**config.mk**
```make
export PLATFORM = sky130hd
export DESIGN_NAME = decimal_to_reduced_fraction_flat
export DESIGN_NICKNAME = d
export VERILOG_FILES = /design/src/rtl/core/dtrf_pkg.sv /design/src/rtl/core/dtrf_in_if.sv /design/src/rtl/core/dtrf_out_if.sv /design/src/rtl/core/dtrf_parser.sv /design/src/rtl/core/dtrf_div.sv /design/src/rtl/core/dtrf_seq.sv /design/src/rtl/core/decimal_to_reduced_fraction.sv /design/src/flat_wrapper.sv
export SDC_FILE = /design/constraint.sdc
export NUM_CORES = 2
export LEC_CHECK = 0
export ABC_AREA = 1
export BUFFER_PORTS_ARGS = -buffer_cell sky130_fd_sc_hd__buf_2
export CORE_MARGIN = 2
export CORE_UTILIZATION = 35
export CTS_BUF_LIST = sky130_fd_sc_hd__clkbuf_4 sky130_fd_sc_hd__clkbuf_8 sky130_fd_sc_hd__clkbuf_16
export DETAILED_ROUTE_END_ITERATION = 6
export GPL_TIMING_DRIVEN = 0
export PLACE_DENSITY_LB_ADDON = 0.2
export SETUP_SLACK_MARGIN = 0.4
export SLEW_MARGIN = 10
export SYNTH_ARGS = -nofsm -noshare
export SYNTH_HDL_FRONTEND = slang
export SYNTH_SLANG_ARGS = --single-unit
```
**constraint.sdc**
```tcl
create_clock -name clk -period 12.2 [get_ports clk]
set_clock_uncertainty 0.15 [all_clocks]
set_input_delay 0.61 -clock clk [delete_from_list [all_inputs] [get_ports clk]]
set_output_delay 0.61 -clock clk [all_outputs]
set_load 0.05 [all_outputs]
```
**src/rtl/core/dtrf_pkg.sv**
```systemverilog
// dtrf_pkg: shared constants, status codes and structs of the decimal to
// reduced fraction block. No dependencies.
`timescale 1ns / 1ps
`default_nettype none

package dtrf_pkg;

  // Defaults and widths
  localparam int MAX_DIGITS_DEF = 17;
  localparam int VAL_W          = 64;
  localparam int CNT_W          = 5;
  localparam int DEN_W          = 63;
  localparam int STAT_W         = 2;

  // ASCII codes
  localparam logic [7:0] CHAR_MINUS = 8'h2D;
  localparam logic [7:0] CHAR_POINT = 8'h2E;
  localparam logic [7:0] CHAR_ZERO  = 8'h30;
  localparam logic [7:0] CHAR_NINE  = 8'h39;

  localparam logic [3:0] DIGIT_MAX  = 4'd9;

  // Result status codes
  localparam logic [STAT_W-1:0] STAT_OK        = 2'd0;
  localparam logic [STAT_W-1:0] STAT_MALFORMED = 2'd1;
  localparam logic [STAT_W-1:0] STAT_OVERFLOW  = 2'd2;

  // Finished number handed from the parser to the sequencer
  typedef struct packed {
    logic [VAL_W-1:0]  value;
    logic [VAL_W-1:0]  scale;
    logic              rep;
    logic [3:0]        rep_digit;
    logic              neg;
    logic [STAT_W-1:0] status;
  } job_t;

  // Shared divider request and response
  typedef struct packed {
    logic             start;
    logic [VAL_W-1:0] dividend;
    logic [VAL_W-1:0] divisor;
  } div_req_t;

  typedef struct packed {
    logic             done;
    logic [VAL_W-1:0] quotient;
    logic [VAL_W-1:0] remainder;
  } div_rsp_t;

endpackage

`default_nettype wire

```
**src/rtl/core/dtrf_in_if.sv**
```systemverilog
// dtrf_in_if: character input channel, valid/ready with one character item.
// Depends on nothing.
`timescale 1ns / 1ps
`default_nettype none

interface dtrf_in_if;
  logic       valid;
  logic       ready;
  logic [7:0] char_code;
  logic       last_char;
  logic       has_repeat;
  logic [3:0] repeat_digit;

  modport source (output valid, output char_code, output last_char,
                  output has_repeat, output repeat_digit, input ready);
  modport sink   (input valid, input char_code, input last_char,
                  input has_repeat, input repeat_digit, output ready);
endinterface

`default_nettype wire

```
**src/rtl/core/dtrf_out_if.sv**
```systemverilog
// dtrf_out_if: result channel, valid/ready with numerator, denominator, status.
// Depends on nothing.
`timescale 1ns / 1ps
`default_nettype none

interface dtrf_out_if;
  logic               valid;
  logic               ready;
  logic signed [63:0] numerator;
  logic        [62:0] denominator;
  logic        [1:0]  status;

  modport source (output valid, output numerator, output denominator,
                  output status, input ready);
  modport sink   (input valid, input numerator, input denominator,
                  input status, output ready);
endinterface

`default_nettype wire

```
**src/rtl/core/dtrf_parser.sv**
```systemverilog
// dtrf_parser: accumulates digit value, power of ten and error state, one
// character item per cycle while accept is high. Depends on dtrf_pkg.
`timescale 1ns / 1ps
`default_nettype none

module dtrf_parser #(
  parameter int unsigned MAX_DIGITS = dtrf_pkg::MAX_DIGITS_DEF
) (
  input  wire logic                 clk,
  input  wire logic                 rst,
  input  wire logic                 accept,
  input  wire logic [7:0]           char_code,
  input  wire logic                 last_char,
  input  wire logic                 has_repeat,
  input  wire logic [3:0]           repeat_digit,
  output logic                      job_valid,
  output dtrf_pkg::job_t            job
);

  localparam logic [dtrf_pkg::CNT_W-1:0] MaxCnt = dtrf_pkg::CNT_W'(MAX_DIGITS);

  logic [dtrf_pkg::VAL_W-1:0]  digit_value, digit_value_next;
  logic [dtrf_pkg::VAL_W-1:0]  scale_power, scale_power_next;
  logic [dtrf_pkg::CNT_W-1:0]  digit_count, digit_count_next;
  logic [dtrf_pkg::CNT_W-1:0]  int_digit_count, int_digit_count_next;
  logic                        seen_point, seen_point_next;
  logic                        is_negative, is_negative_next;
  logic [dtrf_pkg::STAT_W-1:0] error_code, error_code_next;
  logic [dtrf_pkg::STAT_W-1:0] final_status;
  logic                        is_digit;
  logic [3:0]                  digit;

  // '0'..'9' carry their value in the low nibble
  assign digit    = char_code[3:0];
  assign is_digit = (char_code >= dtrf_pkg::CHAR_ZERO) && (char_code <= dtrf_pkg::CHAR_NINE);

  // Per-character update, frozen after the first error
  always_comb begin
    digit_value_next     = digit_value;
    scale_power_next     = scale_power;
    digit_count_next     = digit_count;
    int_digit_count_next = int_digit_count;
    seen_point_next      = seen_point;
    is_negative_next     = is_negative;
    error_code_next      = error_code;
    if (error_code == dtrf_pkg::STAT_OK) begin
      priority if (char_code == dtrf_pkg::CHAR_MINUS) begin
        if (digit_count == '0 && !seen_point && !is_negative) begin
          is_negative_next = 1'b1;
        end else begin
          error_code_next = dtrf_pkg::STAT_MALFORMED;
        end
      end else if (char_code == dtrf_pkg::CHAR_POINT) begin
        if (seen_point) begin
          error_code_next = dtrf_pkg::STAT_MALFORMED;
        end else begin
          seen_point_next = 1'b1;
        end
      end else if (is_digit) begin
        if (digit_count >= MaxCnt) begin
          error_code_next = dtrf_pkg::STAT_OVERFLOW;
        end else begin
          digit_value_next = (digit_value << 3) + (digit_value << 1)
                             + {{(dtrf_pkg::VAL_W-4){1'b0}}, digit};
          if (seen_point) begin
            scale_power_next = (scale_power << 3) + (scale_power << 1);
          end else begin
            int_digit_count_next = int_digit_count + 1'b1;
          end
          digit_count_next = digit_count + 1'b1;
        end
      end else begin
        error_code_next = dtrf_pkg::STAT_MALFORMED;
      end
    end
  end

  // Checks that apply once the whole number is in
  always_comb begin
    final_status = error_code_next;
    if (final_status == dtrf_pkg::STAT_OK && int_digit_count_next == '0) begin
      final_status = dtrf_pkg::STAT_MALFORMED;
    end
    if (final_status == dtrf_pkg::STAT_OK && has_repeat && repeat_digit > dtrf_pkg::DIGIT_MAX) begin
      final_status = dtrf_pkg::STAT_MALFORMED;
    end
  end

  assign job_valid     = accept && last_char;
  assign job.value     = digit_value_next;
  assign job.scale     = scale_power_next;
  assign job.rep       = has_repeat;
  assign job.rep_digit = repeat_digit;
  assign job.neg       = is_negative_next;
  assign job.status    = final_status;

  // Number state, cleared after the last character
  always_ff @(posedge clk) begin
    if (rst || job_valid) begin
      digit_value     <= '0;
      scale_power     <= dtrf_pkg::VAL_W'(1);
      digit_count     <= '0;
      int_digit_count <= '0;
      seen_point      <= 1'b0;
      is_negative     <= 1'b0;
      error_code      <= dtrf_pkg::STAT_OK;
    end else if (accept) begin
      digit_value     <= digit_value_next;
      scale_power     <= scale_power_next;
      digit_count     <= digit_count_next;
      int_digit_count <= int_digit_count_next;
      seen_point      <= seen_point_next;
      is_negative     <= is_negative_next;
      error_code      <= error_code_next;
    end
  end

endmodule

`default_nettype wire

```
**src/rtl/core/dtrf_div.sv**
```systemverilog
// dtrf_div: shared restoring divider, one quotient bit per cycle, giving
// quotient and remainder. Depends on dtrf_pkg.
`timescale 1ns / 1ps
`default_nettype none

module dtrf_div (
  input  wire logic               clk,
  input  wire logic               rst,
  input  wire dtrf_pkg::div_req_t req,
  output dtrf_pkg::div_rsp_t      rsp
);

  localparam int W    = dtrf_pkg::VAL_W;
  localparam int CntW = $clog2(W);

  logic            busy;
  logic            done;
  logic [CntW-1:0] cnt;
  logic [W-1:0]    rem;
  logic [W-1:0]    quo;
  logic [W-1:0]    dvsr;
  logic [W:0]      shifted;
  logic [W:0]      diff;
  logic            fits;

  // One restoring step
  assign shifted = {rem, quo[W-1]};
  assign fits    = shifted >= {1'b0, dvsr};
  assign diff    = shifted - {1'b0, dvsr};

  // Control
  always_ff @(posedge clk) begin
    if (rst) begin
      busy <= 1'b0;
      done <= 1'b0;
      cnt  <= '0;
    end else begin
      done <= 1'b0;
      if (req.start) begin
        busy <= 1'b1;
        cnt  <= CntW'(W - 1);
      end else if (busy) begin
        cnt <= cnt - 1'b1;
        if (cnt == '0) begin
          busy <= 1'b0;
          done <= 1'b1;
        end
      end
    end
  end

  // Datapath
  always_ff @(posedge clk) begin
    if (req.start) begin
      rem  <= '0;
      quo  <= req.dividend;
      dvsr <= req.divisor;
    end else if (busy) begin
      rem <= fits ? diff[W-1:0] : shifted[W-1:0];
      quo <= {quo[W-2:0], fits};
    end
  end

  assign rsp.done      = done;
  assign rsp.quotient  = quo;
  assign rsp.remainder = rem;

endmodule

`default_nettype wire

```
**src/rtl/core/dtrf_seq.sv**
```systemverilog
// dtrf_seq: sequencer that forms numerator and denominator, runs Euclid and
// the two reducing divides on the shared divider, and holds the result item.
// Depends on dtrf_pkg.
`timescale 1ns / 1ps
`default_nettype none

module dtrf_seq (
  input  wire logic                           clk,
  input  wire logic                           rst,
  input  wire logic                           job_valid,
  input  wire dtrf_pkg::job_t                 job,
  output logic                                idle,
  output dtrf_pkg::div_req_t                  div_req,
  input  wire dtrf_pkg::div_rsp_t             div_rsp,
  output logic                                out_valid,
  input  wire logic                           out_ready,
  output logic signed [dtrf_pkg::VAL_W-1:0]   numerator,
  output logic        [dtrf_pkg::DEN_W-1:0]   denominator,
  output logic        [dtrf_pkg::STAT_W-1:0]  status
);

  localparam int W = dtrf_pkg::VAL_W;

  typedef enum logic [6:0] {
    S_IDLE = 7'b0000001,
    S_LOAD = 7'b0000010,
    S_GCD  = 7'b0000100,
    S_MOD  = 7'b0001000,
    S_DIVN = 7'b0010000,
    S_DIVD = 7'b0100000,
    S_DONE = 7'b1000000
  } state_t;

  state_t                      state, state_next;
  logic                        rep;
  logic [3:0]                  rep_digit;
  logic                        neg;
  logic [dtrf_pkg::STAT_W-1:0] stat;
  logic [W-1:0]                num_r, den_r;
  logic [W-1:0]                ga, gb;
  logic [W-1:0]                qn, qd;
  logic [W-1:0]                num9, den9;
  logic                        out_free;

  assign idle     = (state == S_IDLE);
  assign out_free = !out_valid || out_ready;

  // Repeat digit form: (9*V + d) / (9 * 10^k)
  assign num9 = (num_r << 3) + num_r + {{(W-4){1'b0}}, rep_digit};
  assign den9 = (den_r << 3) + den_r;

  // Next state and divider requests
  always_comb begin
    state_next       = state;
    div_req.start    = 1'b0;
    div_req.dividend = ga;
    div_req.divisor  = gb;
    unique case (state)
      S_IDLE: begin
        if (job_valid) begin
          state_next = (job.status == dtrf_pkg::STAT_OK) ? S_LOAD : S_DONE;
        end
      end
      S_LOAD: state_next = S_GCD;
      S_GCD: begin
        div_req.start = 1'b1;
        if (gb == '0) begin
          div_req.dividend = num_r;
          div_req.divisor  = ga;
          state_next       = S_DIVN;
        end else begin
          state_next = S_MOD;
        end
      end
      S_MOD: begin
        if (div_rsp.done) begin
          state_next = S_GCD;
        end
      end
      S_DIVN: begin
        if (div_rsp.done) begin
          div_req.start    = 1'b1;
          div_req.dividend = den_r;
          div_req.divisor  = ga;
          state_next       = S_DIVD;
        end
      end
      S_DIVD: begin
        if (div_rsp.done) begin
          state_next = S_DONE;
        end
      end
      S_DONE: begin
        if (out_free) begin
          state_next = S_IDLE;
        end
      end
      default: state_next = S_IDLE;
    endcase
  end

  // Control registers
  always_ff @(posedge clk) begin
    if (rst) begin
      state     <= S_IDLE;
      out_valid <= 1'b0;
    end else begin
      state <= state_next;
      if (state == S_DONE && out_free) begin
        out_valid <= 1'b1;
      end else if (out_ready) begin
        out_valid <= 1'b0;
      end
    end
  end

  // Working registers
  always_ff @(posedge clk) begin
    unique case (state)
      S_IDLE: begin
        if (job_valid) begin
          num_r     <= job.value;
          den_r     <= job.scale;
          rep       <= job.rep;
          rep_digit <= job.rep_digit;
          neg       <= job.neg;
          stat      <= job.status;
          qn        <= '0;
          qd        <= '0;
        end
      end
      S_LOAD: begin
        if (rep) begin
          num_r <= num9;
          den_r <= den9;
          ga    <= num9;
          gb    <= den9;
        end else begin
          ga <= num_r;
          gb <= den_r;
        end
      end
      S_MOD: begin
        if (div_rsp.done) begin
          ga <= gb;
          gb <= div_rsp.remainder;
        end
      end
      S_DIVN: begin
        if (div_rsp.done) begin
          qn <= div_rsp.quotient;
        end
      end
      S_DIVD: begin
        if (div_rsp.done) begin
          qd <= div_rsp.quotient;
        end
      end
      S_GCD, S_DONE: begin
      end
      default: begin
      end
    endcase
  end

  // Output register, loaded when the result slot is free
  always_ff @(posedge clk) begin
    if (state == S_DONE && out_free) begin
      numerator   <= (neg && stat == dtrf_pkg::STAT_OK) ? -$signed(qn) : $signed(qn);
      denominator <= qd[dtrf_pkg::DEN_W-1:0];
      status      <= stat;
    end
  end

endmodule

`default_nettype wire

```
**src/rtl/core/decimal_to_reduced_fraction.sv**
```systemverilog
// Decimal text to reduced fraction converter.
//
// in_ch takes one character item per cycle: '-', '0'..'9' or '.', with
// last_char marking the final one; on that item has_repeat and repeat_digit
// give an optional single repeating digit. out_ch gives one result item per
// number: signed numerator, denominator and status (ok, malformed, too many
// digits). Erroneous numbers report numerator and denominator as zero.
// Characters are taken at one per cycle. After the last character in_ch
// stays not ready while a shared one-bit-per-cycle 64-bit divider runs
// Euclid's remainder steps and then divides numerator and denominator by the
// GCD; an erroneous number skips the divider. in_ch is ready again as soon
// as the result sits in the output register; a stalled receiver holds that
// result, and a further finished number waits in the sequencer until the
// output register frees.
// Synchronous reset clears the number state, the sequencer and out_ch.valid.
// Depends on dtrf_pkg, dtrf_in_if, dtrf_out_if, dtrf_parser, dtrf_div, dtrf_seq.
`timescale 1ns / 1ps
`default_nettype none

module decimal_to_reduced_fraction #(
  parameter int unsigned MAX_DIGITS = dtrf_pkg::MAX_DIGITS_DEF
) (
  input  wire logic clk,
  input  wire logic rst,
  dtrf_in_if.sink   in_ch,
  dtrf_out_if.source out_ch
);

  logic               accept;
  logic               seq_idle;
  logic               job_valid;
  dtrf_pkg::job_t     job;
  dtrf_pkg::div_req_t div_req;
  dtrf_pkg::div_rsp_t div_rsp;

  assign in_ch.ready = seq_idle;
  assign accept      = in_ch.valid && seq_idle;

  // Character accumulation
  dtrf_parser #(
    .MAX_DIGITS(MAX_DIGITS)
  ) u_parser (
    .clk          (clk),
    .rst          (rst),
    .accept       (accept),
    .char_code    (in_ch.char_code),
    .last_char    (in_ch.last_char),
    .has_repeat   (in_ch.has_repeat),
    .repeat_digit (in_ch.repeat_digit),
    .job_valid    (job_valid),
    .job          (job)
  );

  // Shared divider
  dtrf_div u_div (
    .clk (clk),
    .rst (rst),
    .req (div_req),
    .rsp (div_rsp)
  );

  // GCD and reduction sequencer with result register
  dtrf_seq u_seq (
    .clk         (clk),
    .rst         (rst),
    .job_valid   (job_valid),
    .job         (job),
    .idle        (seq_idle),
    .div_req     (div_req),
    .div_rsp     (div_rsp),
    .out_valid   (out_ch.valid),
    .out_ready   (out_ch.ready),
    .numerator   (out_ch.numerator),
    .denominator (out_ch.denominator),
    .status      (out_ch.status)
  );

endmodule

`default_nettype wire

```
**src/flat_wrapper.sv**
```systemverilog
// flat-port wrapper written by rule: the top's interface ports become plain ports
module decimal_to_reduced_fraction_flat 
#(
  parameter int unsigned MAX_DIGITS = dtrf_pkg::MAX_DIGITS_DEF
)
  (clk, rst, in_ch_valid, in_ch_char_code, in_ch_last_char, in_ch_has_repeat, in_ch_repeat_digit, in_ch_ready, out_ch_valid, out_ch_numerator, out_ch_denominator, out_ch_status, out_ch_ready);
  dtrf_in_if in_ch_i ();
  dtrf_out_if out_ch_i ();
  input  wire logic clk;
  input  wire logic rst;
  input wire logic [$bits(in_ch_i.valid)-1:0] in_ch_valid;
  input wire logic [$bits(in_ch_i.char_code)-1:0] in_ch_char_code;
  input wire logic [$bits(in_ch_i.last_char)-1:0] in_ch_last_char;
  input wire logic [$bits(in_ch_i.has_repeat)-1:0] in_ch_has_repeat;
  input wire logic [$bits(in_ch_i.repeat_digit)-1:0] in_ch_repeat_digit;
  output wire logic [$bits(in_ch_i.ready)-1:0] in_ch_ready;
  output wire logic [$bits(out_ch_i.valid)-1:0] out_ch_valid;
  output wire logic [$bits(out_ch_i.numerator)-1:0] out_ch_numerator;
  output wire logic [$bits(out_ch_i.denominator)-1:0] out_ch_denominator;
  output wire logic [$bits(out_ch_i.status)-1:0] out_ch_status;
  input wire logic [$bits(out_ch_i.ready)-1:0] out_ch_ready;
  assign in_ch_i.valid = in_ch_valid;
  assign in_ch_i.char_code = in_ch_char_code;
  assign in_ch_i.last_char = in_ch_last_char;
  assign in_ch_i.has_repeat = in_ch_has_repeat;
  assign in_ch_i.repeat_digit = in_ch_repeat_digit;
  assign in_ch_ready = in_ch_i.ready;
  assign out_ch_valid = out_ch_i.valid;
  assign out_ch_numerator = out_ch_i.numerator;
  assign out_ch_denominator = out_ch_i.denominator;
  assign out_ch_status = out_ch_i.status;
  assign out_ch_i.ready = out_ch_ready;
  decimal_to_reduced_fraction #(.MAX_DIGITS(MAX_DIGITS)) u_core (.clk(clk), .rst(rst), .in_ch(in_ch_i), .out_ch(out_ch_i));
endmodule
```
=== Word-level counts from Yosys, hierarchy flattened ===
Index checks and enable logic that the tools add are counted.

* Bitwise gates (word level): 4
* Magnitude comparators: 5
* Reductions and logical operators: 39
* Multipliers: 0
* Eq/ne operators: 14
* Muxes and demuxes: 66
* Add/subtract/negate cells: 11
* Shift-type cells: 0
* Divide/modulo/power cells: 0

{| class="wikitable"
|+ Operator list
! cell !! number
|-
| 64-bit 2-to-1 mux || 23
|-
| 64-bit one-hot mux with 2 select lines || 5
|-
| 129-bit one-hot mux with 2 select lines || 1
|-
| 64-bit adder || 4
|-
| 129-bit 2-to-1 mux || 1
|-
| 64-bit by 4-bit adder with 64-bit output || 2
|-
| 128-bit 2-to-1 mux || 1
|-
| 63-bit one-hot mux with 2 select lines || 1
|-
| 65-bit by 64-bit >= comparator with 1-bit output || 1
|-
| 64-bit zero test || 1
|-
| 64-bit negator || 1
|-
| 64-bit subtractor || 1
|-
| 7-bit one-hot mux with 7 select lines || 1
|-
| 7-bit 2-to-1 mux || 6
|-
| 5-bit 2-to-1 mux || 7
|-
| 2-bit 2-to-1 mux || 9
|-
| 8-bit by 6-bit == test with 1-bit output (second input constant) || 2
|-
| 6-bit 2-to-1 mux || 2
|-
| 2-bit nonzero test || 6
|-
| 5-bit by 1-bit adder with 5-bit output (second input constant) || 2
|-
| 1-bit logical AND || 10
|-
| 2-bit zero test || 5
|-
| 5-bit zero test || 2
|-
| 1-bit 2-to-1 mux || 9
|-
| 24 further kinds || 36
|}

* Register bits: 870
* Bits in writable memories: 0
* Word-level logic and storage cells: 167
* Memories kept: 0
* Bits in latches: 0
* Memory bits (read-only): 0

=== Longest topological paths before layout ===
* Word-level depth: 18
* Depth in mapped cells: 20
* Depth with buffers taken out: 20

=== By module ===
Synthesis repeated with hierarchy kept, for this count alone.

* Cell total of the unflattened synthesis: 10849
* Area, all modules: 70536.4 um^2

{| class="wikitable"
|+ By module, submodules not included
! module !! cells each !! area an instance (um^2) !! instances
|-
| dtrf_seq || 5204 || 37553.5 || 1
|-
| dtrf_parser || 3455 || 18566.6 || 1
|-
| dtrf_div || 2188 || 14408.8 || 1
|-
| decimal_to_reduced_fraction || 2 || 7.5 || 1
|}

=== Least setup slack after synthesis ===
Ideal clock, no wire load.

* Path type: reg-to-reg
* From: reg u_core.u_seq.state[4]
* To: reg u_core.u_seq.ga[0], enable pin
* Arrival time: 6.702 ns
* Path buffers: 2
* Library setup time: 0.617 ns
* Setup slack: 4.731 ns
* Stages on the path, launching flop included: 8
* Clock period less this slack: 7.469 ns
* Cells stage by stage: dfxtp_1 -> nor3_2 -> inv_2 -> nor2_1 -> clkbuf_1 -> buf_2 -> nor2_1 -> nor2_1

* Word-level cells in the longest chain between the ends: 3
* Elaborated cells on any way between the ends: 5
* Those cells by class: eq/ne (3); reduce/logical (2)

{| class="wikitable"
|+ RTL lines
! item !! RTL line !! RTL
|-
| from (decl) || dtrf_seq.sv:34 || <nowiki>state_t state, state_next;</nowiki>
|-
| from (signal assigned) || dtrf_seq.sv:108 || <nowiki>state <= state_next;</nowiki>
|-
| 7-bit by 4-bit == test with 1-bit output / 7-bit by 2-bit == test with 1-bit output (equally long branches) || dtrf_seq.sv:119 || <nowiki>unique case (state)</nowiki>
|-
| 2-bit by 1-bit != test with 1-bit output (no source line) / 2-bit nonzero test (equally long branches) || n/a ||
|-
| 2-bit AND reduction (no source line) * || n/a ||
|-
| to (signal assigned) || dtrf_seq.sv:136 || <nowiki>ga <= num9;</nowiki>
|-
| to (signal assigned) || dtrf_seq.sv:139 || <nowiki>ga <= num_r;</nowiki>
|-
| to (signal assigned) || dtrf_seq.sv:145 || <nowiki>ga <= gb;</nowiki>
|-
| to (decl) || dtrf_seq.sv:40 || <nowiki>logic [W-1:0] ga, gb;</nowiki>
|}

Every way passes the cells marked *; elsewhere a longest branch is shown, timed or not.
A chain may end at the register's enable or synchronous reset.

=== Final worst setup path ===
* From: reg u_core.u_seq.state[4]
* To: reg u_core.u_seq.qd[58], enable pin

* Word-level cells in the longest chain between the ends: 5
* Elaborated cells on any way between the ends: 8
* Those cells by class: eq/ne (4); reduce/logical (4)

{| class="wikitable"
|+ RTL lines
! item !! RTL line !! RTL
|-
| 7-bit by 1-bit == test with 1-bit output || dtrf_seq.sv:45, dtrf_seq.sv:119 ||
|-
| 1-bit logical AND || decimal_to_reduced_fraction.sv:37 || <nowiki>assign accept = in_ch.valid && seq_idle;</nowiki>
|-
| 1-bit logical AND || dtrf_parser.sv:89 || <nowiki>assign job_valid = accept && last_char;</nowiki>
|-
| 2-bit != test (no source line) || n/a ||
|-
| 3-bit AND reduction (no source line) * || n/a ||
|-
| to (signal assigned) || dtrf_seq.sv:156 || <nowiki>qd <= div_rsp.quotient;</nowiki>
|-
| to (decl) || dtrf_seq.sv:41 || <nowiki>logic [W-1:0] qn, qd;</nowiki>
|}

Marks and branches as above.

==> reports/qor.txt <==
Starting Density: 35.3%
Post-CTS Setup Bufs: 0
Drt wl/cell: 26.7 um
Status: finished, final reports clean
Via count: 68,128
Initial antenna violation count: 27
Power per cell area: 158 nW/um^2
Placed inst area: 70,600 um^2
# rows: 159
H-tree depth: 3
Worst-Skew Late Latency: 800 ps
Slew headroom: 9.26%
Critical path class: reg2reg
Die Y: 439 um
I/O Buffers: 147
CTS buffer count: 104
Yosys reg bits: 870
Pre-CTS setup slack: 7300 ps
Hpwl dp: 283,000 um
Storage cell area: 23,900 um^2
# IOs: 149
Top_reg_cell synth: edfxtp_1
Remaining global-route overflow: 0
Crit end category: flop
Clock sink count: 870
Fillers: 20,328
Share of layout cells above drive strength 1: 6.23%
P_leak: 34.2 nW
CTS resizes: 0
Post-Syn Area: 66,300 um^2
Synth cell types: 56
Number of synthesized flops with an enable pin: 648
Final Setup Violations: 0
Fmax: 202 MHz
Deepest clock path buffer count: 3
Worst vdd ir: 0.137 mV
Synthesized area per cell: 6.96 um^2
Mapped Nets: 9,986
Worst hold path class: in2reg
Area of the multi-input gates: 36,500 um^2
Unrepaired setup endpoints after global routing: false
Mapped Cells: 9,524
Crit-path max FO: 12
Layout Nets: 10,264
Hold Vio Cnt, Final: 0
Final Cell Area: 74,300 um^2
Final GP Congestion: 1.07
Synth async-reset ratio: 0%
Post-synthesis sequential area ratio: 36.0%
# DRC: 0
Die area: 193,000 um^2
Synth warn: 0
CTS tree: done
P&R area growth vs syn: 12.0%
Crit path DAT: 5230 ps
WP data required: 12,480 ps
Antenna viol nets, final: 0
Via density: 5.50
Crit path time final: 4950 ps
Period Utilization, post-route: 40.6%
Reg clk slew, reported paths: 60 ps
Pin count of the biggest net entering global routing: 66
Max-cap violations: 0
Core region area: 188,000 um^2
Number of global-route vias before repair: 64,316
Final setup margin: 7250 ps
Setup TNS: 0 ps
Routed wire length: 331,000 um
Placed insts: 12,185
Clock root buffer: clkbuf_16
First-pass GRT wire length: 462,000 um
Hold depth: 2
Final instance count without filler cells: 12,393
Iteration-0 DRC Markers: 7,470
CP Launch Type: flop
Die Wd: 439 um
Final slew viol count: 0
Worst-margin pin slew: 1350 ps
DRT Pass-1 Iters: 6
Total track usage: 33.4%
Worst reg2reg path depth: 11
[metrics by stage]
stage / hold WS [ps] / total power [W] / utilization, %
final: 139 / 0.0117 / 39.5
after global routing: 139 / 0.0122 / 39.5
after CTS: 62.9 / 0.0117 / 39.5
after detailed placement: 255 / 0.00836 / 37.5
after global placement: 257 / 0.00836 / 37.3
after floorplan: 250 / 0.00656 / -
[registers in the layout, summed over array words and instances (netlist names), 6 cells and up]
name and cells:
u_core.u_seq.denominator 63, u_core.u_seq.den_r 64, u_core.u_seq.qd 63, u_core.u_parser.digit_value 64
u_core.u_seq.state 7, u_core.u_seq.numerator 64, u_core.u_parser.scale_power 64, u_core.u_div.rem 64
u_core.u_seq.qn 64, u_core.u_div.dvsr 64, u_core.u_seq.gb 64, u_core.u_div.quo 64
u_core.u_div.cnt 6, u_core.u_seq.ga 64, u_core.u_seq.num_r 64
[critical path, cell delays in order (launching register included)]
cell and delay (ps):
dfxtp_1 340, nor3_2 300, nand4_1 290, nor2_1 850, nand2_1 770, nand2_1 290, nand4_1 180, nor3_2 540
buf_6 240, buf_6 170, buf_4 220, buf_4 220
[Yosys cell counts (62+ instances only)]
cell,count,area share (%)
xor2_1,62,0.82
or2_2,67,0.63
buf_2,68,0.51
nand2_1,2731,15
nand3_1,825,6.2
a21oi_1,604,4.6
nor2_1,947,5.4
ha_1,437,8.2
edfxtp_1,648,29
nor3_1,73,0.55
nand4_1,132,1.2
nand3b_1,76,0.86
xnor2_1,104,1.4
o21ai_0,640,4.8
dfxtp_1,222,6.7
clkbuf_1,141,0.80
inv_1,1242,7.0
[repair_timing]
action                     in CTS  in global routing
hold endpoints to repair        5                  0
setup endpoints to repair       0                  0
hold buffers                    5                  0
[metal layers]
layer	GRT usage, %	wire length [um]	vias to the layer above
li1	-	-	32097
met3	4.23	21200	699
met1	42.6	138000	32455
met5	0	171	-
met2	54.2	149000	2851
met4	19.6	23000	26
[power by group]
part / internal [W] / switching [W]
sequential: 0.00367 / 0.000424
clock: 0.00187 / 0.00142
combinational: 0.00120 / 0.00314
total: 0.00674 / 0.00499
[cells in the final DEF, fill, tap and decap left out, types with 72 or more instances in the layout]
cell       netlist  final
ha_1           437    437
xnor2_1        104    104
edfxtp_1       648    648
nand4_1        132    132
buf_2           68    216
dfxtp_1        222    222
a21oi_1        604    603
o21ai_0        640    640
inv_1         1242   1242
nor2_1         947    945
nand3b_1        76     76
nand2_1       2731   2730
nor3_1          73     72
clkbuf_1       141    139
clkbuf_16        0    106
nand3_1        825    825
[area by class of cell]
class	instances	area share, %
Multi-Input combinational cell	7129	49.1
Sequential cell	870	32.2
Inverter	1268	6.41
Tap cell	2495	4.20
Clock buffer	121	3.75
Buffer	257	1.63
Timing Repair Buffer	172	1.55
Clock inverter	77	1.12
Antenna cell	4	0.0135
[path summary, 6_finish.rpt]
kind	start	to	slack, ps
max	u_core.u_seq.state[4]$_SDFFE_PP0P_	u_core.u_seq.qd[58]$_SDFFCE_PP0P_	7250
min	rst	u_core.u_seq.state[6]$_SDFFE_PP0P_	140
max reg2reg	u_core.u_seq.state[4]$_SDFFE_PP0P_	u_core.u_seq.qd[58]$_SDFFCE_PP0P_	7250
min reg2reg	u_core.u_seq.qd[26]$_SDFFCE_PP0P_	u_core.u_seq.denominator[26]$_DFFE_PP_	270
[logic make-up (layout without fill, tap and decap cells)]
group | Yosys count | after routing | share of synthesized area, %
and+or+nand+nor | 4988 | 4988 | 31.8
buffers and inverters | 1525 | 1895 | 8.99
AOI/OAI and AO/OA | 1516 | 1516 | 12.3
DFF | 870 | 870 | 36.0
adders and majority gates | 444 | 444 | 8.46
xor gates and xnor gates | 166 | 166 | 2.19
muxes | 15 | 15 | 0.226
other | 0 | 4 | 0
Power figures use the tool's default switching activity.
